[src/hdl/ldc3_pkg.sv]
// shared types, constants and helpers of the 3x3 line detection core
package ldc3_pkg;

    localparam int MAX_WIDTH_DEF  = 1024;
    localparam int MAX_HEIGHT_DEF = 1024;
    localparam int COEF_BITS_DEF  = 6;

    localparam int KERNEL_W   = 54;
    localparam int DIM_W      = 11;
    localparam int CFG_IDX_W  = 2;
    localparam int PIX_W      = 8;
    localparam int FIFO_DEPTH = 8;

    localparam int WIDTH_RESET  = 640;
    localparam int HEIGHT_RESET = 480;

    localparam logic [CFG_IDX_W-1:0] REG_KERNEL = 2'd0;
    localparam logic [CFG_IDX_W-1:0] REG_WIDTH  = 2'd1;
    localparam logic [CFG_IDX_W-1:0] REG_HEIGHT = 2'd2;

    localparam logic KIND_PIXEL = 1'b0;
    localparam logic KIND_FLUSH = 1'b1;

    typedef struct packed {
        logic             kind;
        logic [PIX_W-1:0] pixel;
    } in_t;

    typedef struct packed {
        logic [PIX_W-1:0] out_pixel;
        logic             frame_last;
    } out_t;

    // one window column, top row is the oldest line
    typedef struct packed {
        logic [PIX_W-1:0] top;
        logic [PIX_W-1:0] mid;
        logic [PIX_W-1:0] bot;
    } col_t;

    // horizontal line kernel: outer rows -1, middle row 2
    function automatic logic [KERNEL_W-1:0] kernel_reset(int cb);
        logic [KERNEL_W-1:0] k;
        int v;
        k = '0;
        for (int n = 0; n < 9; n++) begin
            v = (n >= 3 && n < 6) ? 2 : -1;
            for (int b = 0; b < cb; b++) begin
                k[n*cb+b] = v[b];
            end
        end
        return k;
    endfunction

endpackage

[src/hdl/ldc3_cell.sv]
// one window column cell: holds three pixels, shifts them on, registers its column sum
module ldc3_cell #(
    parameter int COEF_BITS = ldc3_pkg::COEF_BITS_DEF
) (
    input  logic                          aclk,
    input  logic                          aresetn,
    input  logic                          shift_en,
    input  ldc3_pkg::col_t                col_in,
    input  logic [3*COEF_BITS-1:0]        coefs,
    output ldc3_pkg::col_t                col_out,
    output logic signed [COEF_BITS+9:0]   psum
);

    import ldc3_pkg::*;

    localparam int PROD_W = COEF_BITS + 9;
    localparam int PSUM_W = COEF_BITS + 10;

    col_t                     col_reg, col_next;
    logic signed [PSUM_W-1:0] psum_reg, psum_next;
    logic signed [PROD_W-1:0] prod_top, prod_mid, prod_bot;

    always_comb begin
        col_next = shift_en ? col_in : col_reg;
        prod_top = $signed(coefs[0*COEF_BITS +: COEF_BITS]) * $signed({1'b0, col_reg.top});
        prod_mid = $signed(coefs[1*COEF_BITS +: COEF_BITS]) * $signed({1'b0, col_reg.mid});
        prod_bot = $signed(coefs[2*COEF_BITS +: COEF_BITS]) * $signed({1'b0, col_reg.bot});
        psum_next = $signed({prod_top[PROD_W-1], prod_top})
                  + $signed({prod_mid[PROD_W-1], prod_mid})
                  + $signed({prod_bot[PROD_W-1], prod_bot});
    end

    always_ff @(posedge aclk) begin
        if (!aresetn) begin
            col_reg <= '0;
        end else begin
            col_reg <= col_next;
        end
    end

    always_ff @(posedge aclk) begin
        psum_reg <= psum_next;
    end

    assign col_out = col_reg;
    assign psum    = psum_reg;

endmodule

[config.mk]
export PLATFORM = sky130hd
export DESIGN_NAME = ldc3_cell
export DESIGN_NICKNAME = d
export VERILOG_FILES = /design/src/hdl/ldc3_pkg.sv /design/src/hdl/ldc3_cell.sv
export SDC_FILE = /design/constraint.sdc
export NUM_CORES = 1
export LEC_CHECK = 0
export ABC_AREA = 1
export BUFFER_PORTS_ARGS = -buffer_cell sky130_fd_sc_hd__buf_4
export CAP_MARGIN = 20
export CORE_MARGIN = 3
export CORE_UTILIZATION = 25
export CTS_CLUSTER_SIZE = 25
export DETAILED_ROUTE_END_ITERATION = 7
export SLEW_MARGIN = 25
export SYNTH_ARGS = -nofsm -noshare
export SYNTH_HDL_FRONTEND = slang
export SYNTH_SLANG_ARGS = --single-unit
[constraint.sdc]
create_clock -name aclk -period 6.1 [get_ports aclk]
set_input_delay 1.22 -clock aclk [delete_from_list [all_inputs] [get_ports aclk]]
set_output_delay 1.22 -clock aclk [all_outputs]
set_load 0.005 [all_outputs]
==> results of run 1 <==
logic make-up after synthesis:
group | synth area share
and+or+nand+nor | 0.173
AOI/OAI and AO/OA | 0.0260
DFF | 0.123
xor gates and xnor gates | 0.0121
adders and majority gates | 0.517
buffers and inverters | 0.148
synthesized netlist by cell type, drive strengths merged:
cell type	instances	area (um2)
fa	121	2420
nor2	74	283
nand3	14	70.1
nand4	3	18.8
buf	2	10.0
xor2	3	26.3
ha	75	938
o21ai	24	120
clkbuf	19	71.3
inv	233	875
nand2	181	687
dfxtp	40	801
clkinv	2	7.51
a21oi	9	48.8
xnor2	6	52.6
or2	11	68.8
worst max-delay path, delay by kind of cell:
| kind | cells | cell delay [ns] |
|---|---|---|
| fa+ha+maj | 8 | 3.62 |
| buf+inv | 6 | 0.46 |
| simple gates | 8 | 0.85 |
through the flow:
step,total power [uW],worst slack (ns)
floorplan,2820,0.0623
global placement,4110,-0.169
detailed placement,4120,-0.249
CTS,4490,0.0807
global route,5580,-0.0108
finish,5020,0.188
layer usage:
metal	global-route usage	part of all wire
met1	0.166	0.46
met2	0.200	0.47
met3	0.0201	0.047
met4	0.0363	0.024
met5	0	0
how the worst max path moves through the flow:
stage	startpoint	endpoint	cells after the start
detailed placement	coefs[17]	psum[12]$_DFF_P_	22
global placement	coefs[17]	psum[15]$_DFF_P_	22
finish	coefs[17]	psum[15]$_DFF_P_	22
floorplan	coefs[5]	psum[11]$_DFF_P_	19
global route	coefs[17]	psum[14]$_DFF_P_	21
CTS	coefs[17]	psum[12]$_DFF_P_	22
power by group through the flow:
stage	Combinational, uW	Clock, uW	Sequential, uW
final	4270	328	421
after global routing	4800	348	429
after CTS	3720	341	424
after detailed placement	3690	0	429
after global placement	3680	0	434
after floorplan	2400	0	414
what timing repair did:
| action | in CTS | in global routing |
|---|---|---|
| hold endpoints to repair | 0 | 0 |
| endpoints found under the setup margin | 0 | 8 |
| resized for setup | 0 | 21 |
| hold buffers | 0 | 0 |
layout make-up:
type                    count  share of cell area
clock buffers               5              0.0157
clock inverters             3             0.00580
inverters                 235               0.111
multi-input cells         521               0.607
flip-flops and latches     40               0.100
well taps                 330              0.0517
repair buffers            115               0.108
==> impl_results.md, run 1 <==
* Outcome: complete, no violations
* Syn Inst Count at 817
* DR vias/cell at 4.12
* Least-Margin Pin Slew at 0.916 ns
* Core ar. at 25400 um2
* Peak per-stage delay on the critical path at 0.53 ns
* First-pass GRT wire length at 27300 um
* Switching pwr at 2400 uW
* Die Ht at 167 um
* Worst setup EP type: flop
* Cell area after placement at 7700 um2
* Pwr dens at 629 nW/um2
* Most frequent cells in the layout: 231 x inv_1, 177 x nand2_1, 120 x fa_1, 115 x buf_4, 70 x nor2_1
* Worst hold slack at 0.670 ns
* Reg2reg path depth at 20
* Final Util at 0.314
* Number of global-route vias before repair at 5217
* Port Buf Inserts at 84
* FP Rows at 58
* Worst hold endpoint: col_out[15]$_SDFFE_PN0P_
* Post-Syn Area at 6500 um2
* Lkg Pwr at 0.00456 uW
* Nets at 1159
* Gpl congestion at 0.827
* Die ar. at 28000 um2
* Worst-path maximum fanout at 6
* Req. time, crit path at 6.35 ns
* Die W at 167 um
* Worst clock skew at 0.0113 ns
* Post-Route WL at 16800 um
* Max_cap viols at 0
* CP arrival at 6.16 ns
* Final critical-path share of the clock period at 0.969
* Commonest non-fill, non-tap cell in the layout: inv_1
* Post-DP HPWL at 14500 um
* I/O pin count at 85
* Avg Inst Size Synth at 7.96 um2
* Netlist cell types at 20
* Sw Share at 0.478
* CTS tree: built
* Worst reg2reg endpoint: psum[15]$_DFF_P_
* Placed cell count at 1241
* RSZ-0062 raised after global routing: yes
* Reg-to-reg startpoint: col_out[19]$_SDFFE_PN0P_
* Multi-input gate area at 4850 um2
* CTS sink count at 40
* Int Power at 2620 uW
* Fmax at 169 MHz
* Design Area, Final at 7980 um2
* Grt ovf at 0
* Via Count at 5146
* Worst reg2reg setup slack at 0.80 ns
* Slew Limit Fails at 0
* Clock share of power at 0.065
* Post-CTS Setup Bufs at 0
* Residual DRC at 0
* Crit-path cells: buf_4 -> clkinvlp_4 -> or2_2 -> fa_1 -> fa_1 -> inv_1 -> fa_1 -> fa_1 -> fa_1 -> fa_1 -> inv_1 -> fa_1 -> inv_1 -> ha_4 -> nand2_1 -> nand2_1 -> inv_2 -> nand2_2 -> nand3_1 -> nand3_1 -> nand2_1 -> nand2_1
* Register area at 801 um2
* Largest net degree at the start of global routing at 26
* Clk Latency, worst-skew pair at 0.30 ns
* P&R area growth vs syn at 22.8%
* Worst setup path category: input pin to flop
* Total Neg Setup Slack at 0 ns
* Worst slew margin at 0.389
* Layout cell share with drive strength beyond 1 at 0.171
* Tmin final at 5.91 ns
* Register share of total power at 0.084
* Worst Hold Class: flop to flop
* Num CTS Buffers at 5
* Critical path launch point type: input pin
* Clk root buf: clkbuf_16
* Setup violations, final at 0
* VDD IR max at 0.000492 V
* H-tree levels at 2
* Fill count at 2720
* Worst Min Path Start: col_out[15]$_SDFFE_PN0P_
* Combinational power share at 0.851
* ANT cells at 0
* Clk pin slew, worst setup/hold paths at 0.07 ns
* Sequential area share after synthesis at 0.123
* Initial antenna violation count at 0
* Worst hold path depth at 2
* Crit-path slowest cell: fa_1
* DR pass1 iterations at 5
* Hold Fails Final Rpt at 0
* #FFs+latches synth at 40
* Antenna Nets Post-Route at 0
* Largest register FFs at 24
* Mapped Nets at 1058
* Starting density of the core at 0.256
* Final std cells w/o fill at 1249
* Worst path most repeated cell: fa_1
* Maximum clock path buffer count at 2
* Iter 0 DRT Violations at 281
* Synth Warn # at 0
* Total GRT Usage at 0.122
* Drt wl/cell at 13.5 um
Power figures use the tool's default switching activity.
==> inputs of run 2 (changes only) <==
- ABC_AREA: 1 -> not set
- CORE_MARGIN: 3 -> 2
- SKIP_LAST_GASP: not set -> 1
==> impl_results.md, run 2 <==
* Number of global-route vias before repair at 5053 (was 5217)
* Post-DP HPWL at 13600 um (was 14500 um)
* Core ar. at 24500 um2 (was 25400 um2)
* Hold Fails Final Rpt at 0 (unchanged)
* Worst setup path category: input pin to flop (unchanged)
* Worst reg2reg setup slack at 0.48 ns (was 0.80 ns)
* Worst setup EP type: flop (unchanged)
* Clk Latency, worst-skew pair at 0.30 ns (about the same)
* Pre-CTS WS at -0.484 ns (was -0.249 ns)
* Pwr dens at 468 nW/um2 (was 629 nW/um2)
* P&R area growth vs syn at 28.3% (was 22.8%)
* Iter 0 DRT Violations at 137 (was 281)
* Maximum clock path buffer count at 2 (unchanged)
* Port Buf Inserts at 84 (unchanged)
* Sequential area share after synthesis at 0.128 (was 0.123)
* Netlist cell types at 30 (was 20)
* Max_cap viols at 0 (unchanged)
* Commonest non-fill, non-tap cell in the layout: inv_1 (unchanged)
* Top delay family on crit path: adder cells (unchanged)
* Post-CTS Setup Bufs at 0 (unchanged)
* Largest register FFs at 24 (unchanged)
* Via Count at 4614 (was 5146)
* Nets at 1027 (was 1159)
* CP arrival at 6.28 ns (was 6.16 ns)
* CTS sink count at 40 (unchanged)
* #FFs+latches synth at 40 (unchanged)
* Post-Route WL at 15400 um (was 16800 um)
* Setup ws final at 0.00956 ns (was 0.188 ns)
* Slew Limit Fails at 0 (unchanged)
* Worst path buffer plus inverter count at 5 (was 6)
* Antenna Nets Post-Route at 0 (unchanged)
* Synth cell count leaders: 148 x inv_1, 121 x fa_1, 75 x ha_1 (was 232 x inv_1, 178 x nand2_1, 121 x fa_1)
* RSZ-0062 raised after global routing: yes (unchanged)
* Synth Warn # at 0 (unchanged)
* Worst Hold Class: flop to flop (unchanged)
* Syn Inst Count at 641 (was 817)
* I/O pin count at 85 (unchanged)
* Mapped Nets at 882 (was 1058)
* Synth area leaders: fa_1 39%, ha_1 15%, dfxtp_1 13% (was fa_1 37%, ha_1 14%, inv_1 13%)
* Reg-to-reg startpoint: col_out[12]$_SDFFE_PN0P_ (was col_out[19]$_SDFFE_PN0P_)
* Least-Margin Pin Slew at 0.490 ns (was 0.916 ns)
* Async S/R FF share, synth at 0 (unchanged)
* Drt wl/cell at 13.8 um (was 13.5 um)
* Critical path launch point type: input pin (unchanged)
* Count leader, synth: inv_1 (unchanged)
* Worst Min Path Start: col_out[8]$_SDFFE_PN0P_ (was col_out[15]$_SDFFE_PN0P_)
* Initial antenna violation count at 1 (was 0)
* Post-Syn Area at 6260 um2 (was 6500 um2)
* Total GRT Usage at 0.126 (was 0.122)
* Num CTS Buffers at 5 (unchanged)
* Worst-path maximum fanout at 4 (was 6)
* CTS tree: built (unchanged)
* Avg Inst Size Synth at 9.77 um2 (was 7.96 um2)
* Largest net degree at the start of global routing at 25 (was 26)
* Main synth FF type: dfxtp_1 (unchanged)
* Gpl congestion at 0.793 (was 0.827)
* Die Ht at 162 um (was 167 um)
* Setup violations, final at 0 (unchanged)
* Starting density of the core at 0.256 (about the same)
* Clk pin slew, worst setup/hold paths at 0.06 ns (was 0.07 ns)
* Worst slew margin at 0.673 (was 0.389)
* CTS Hold Buffers Added at 0 (unchanged)
* DR pass1 iterations at 4 (was 5)
* Crit-path cells: buf_8 -> and2_4 -> fa_1 -> inv_2 -> fa_2 -> inv_2 -> fa_2 -> fa_2 -> fa_2 -> fa_1 -> inv_1 -> fa_1 -> inv_2 -> ha_4 -> and3_4 -> a221oi_4 -> o21a_2 -> o31a_1 -> xnor2_1 (was buf_4 -> clkinvlp_4 -> or2_2 -> fa_1 -> fa_1 -> inv_1 -> fa_1 -> fa_1 -> fa_1 -> fa_1 -> inv_1 -> fa_1 -> inv_1 -> ha_4 -> nand2_1 -> nand2_1 -> inv_2 -> nand2_2 -> nand3_1 -> nand3_1 -> nand2_1 -> nand2_1)
* First-pass GRT wire length at 25600 um (was 27300 um)
* Residual DRC at 0 (unchanged)
* Clk root buf: clkbuf_16 (unchanged)
* Lkg Pwr at 0.00410 uW (was 0.00456 uW)
* Outcome: complete, no violations (unchanged)
* Req. time, crit path at 6.29 ns (was 6.35 ns)
* Worst clock skew at 0.00410 ns (was 0.0113 ns)
* Grt ovf at 0 (unchanged)
* Crit-path slowest cell: fa_2 (was fa_1)
* Total Neg Setup Slack at 0 ns (unchanged)
* Tmin final at 6.09 ns (was 5.91 ns)
* Peak per-stage delay on the critical path at 0.57 ns (was 0.53 ns)
* Die ar. at 26300 um2 (was 28000 um2)
* Yosys top cell area share at 0.387 (was 0.373)
* CP startpoint: coefs[6] (was coefs[17])
* Worst path most repeated cell: fa_2 (was fa_1)
* Final critical-path share of the clock period at 0.998 (was 0.969)
* DR vias/cell at 4.15 (was 4.12)
* Cell taking the most area after synthesis: fa_1 (unchanged)
* Layout cell share with drive strength beyond 1 at 0.238 (was 0.171)
* Die W at 162 um (was 167 um)
* Most frequent cells in the layout: 141 x inv_1, 137 x buf_4, 116 x fa_1, 73 x ha_1, 62 x nand2_1 (was 231 x inv_1, 177 x nand2_1, 120 x fa_1, 115 x buf_4, 70 x nor2_1)
* VDD IR max at 0.000417 V (was 0.000492 V)
* Post-synth EDFFs at 0 (unchanged)
* FP Rows at 57 (was 58)
* H-tree levels at 2 (unchanged)
* Fmax at 164 MHz (was 169 MHz)
==> run 2: changes by cell type after synthesis, sizes merged, moves of 24 or more <==
cell / before / now
nand2: 181 / 64
inv: 233 / 148
and2: 0 / 62
nor2: 74 / 19
nor2b: 0 / 27
mux2i: 0 / 24
o21ai: 24 / 0
==> run 2: power breakdown <==
group / internal (uW) / switching [uW] / total [uW]
clock network: 163 / 122 / 285
registers: 356 / 36.2 / 392
logic: 1580 / 1500 / 3080
total: 2100 / 1660 / 3760
==> run 2: worst reg2reg max path: cells and delay by family (launching register included) <==
family | cells | cell delay, ns
xor+xnor | 1 | 0.12
buf+inv | 3 | 0.16
compound gates | 3 | 0.57
simple gates | 2 | 0.31
flops | 1 | 0.52
fa+ha+maj | 8 | 3.83
==> run 2: cells by family after synthesis <==
group           Yosys count  synth area share
fa+ha+maj               196             0.537
simple gates            191             0.157
buf+inv                 153            0.0921
flops                    40             0.128
mux                      24            0.0384
compound gates           22            0.0268
xor+xnor                 15            0.0210
==> run 2: stage by stage <==
stage	utilization	instance area [um2]	total power [uW]	hold WS, ns	std cells
CTS	0.326	7970	3740	0.657	1111
finish	0.328	8030	3760	0.647	1113
detailed placement	0.316	7740	3200	0.637	1103
floorplan	-	6280	2140	0.560	641
global route	0.328	8030	4170	0.692	1111
global placement	0.316	7740	3160	0.636	1103
==> run 2: cell type report <==
| cell class | instances | area, um2 |
|---|---|---|
| fillers | 2502 | 16400 |
| multi-input cells | 448 | 5010 |
| repair buffers | 143 | 1100 |
| flip-flops and latches | 40 | 801 |
| inverters | 148 | 556 |
| well taps | 324 | 405 |
| clock buffers | 6 | 139 |
| clock inverters | 2 | 15.0 |
| diodes | 2 | 5.00 |
==> run 2: routing by layer <==
metal,global-route usage,wire [um],vias up
met5,0,0,-
met4,0.0358,262,0
met3,0.0299,720,15
met2,0.228,8160,54
met1,0.147,6260,2333
li1,-,-,2212
==> run 2: worst paths after layout <==
kind | end | depth (start not counted)
worst max register to register | psum[15]$_DFF_P_ | 17
worst min-delay path | col_out[8]$_SDFFE_PN0P_ | 2
worst min register to register | col_out[8]$_SDFFE_PN0P_ | 2
worst max-delay path | psum[15]$_DFF_P_ | 19
==> run 2: timing repair <==
action / 4_1_cts / 5_1_grt
pin swaps: 8 / 7
setup endpoints to repair: 6 / 7
gates resized for setup: 18 / 21
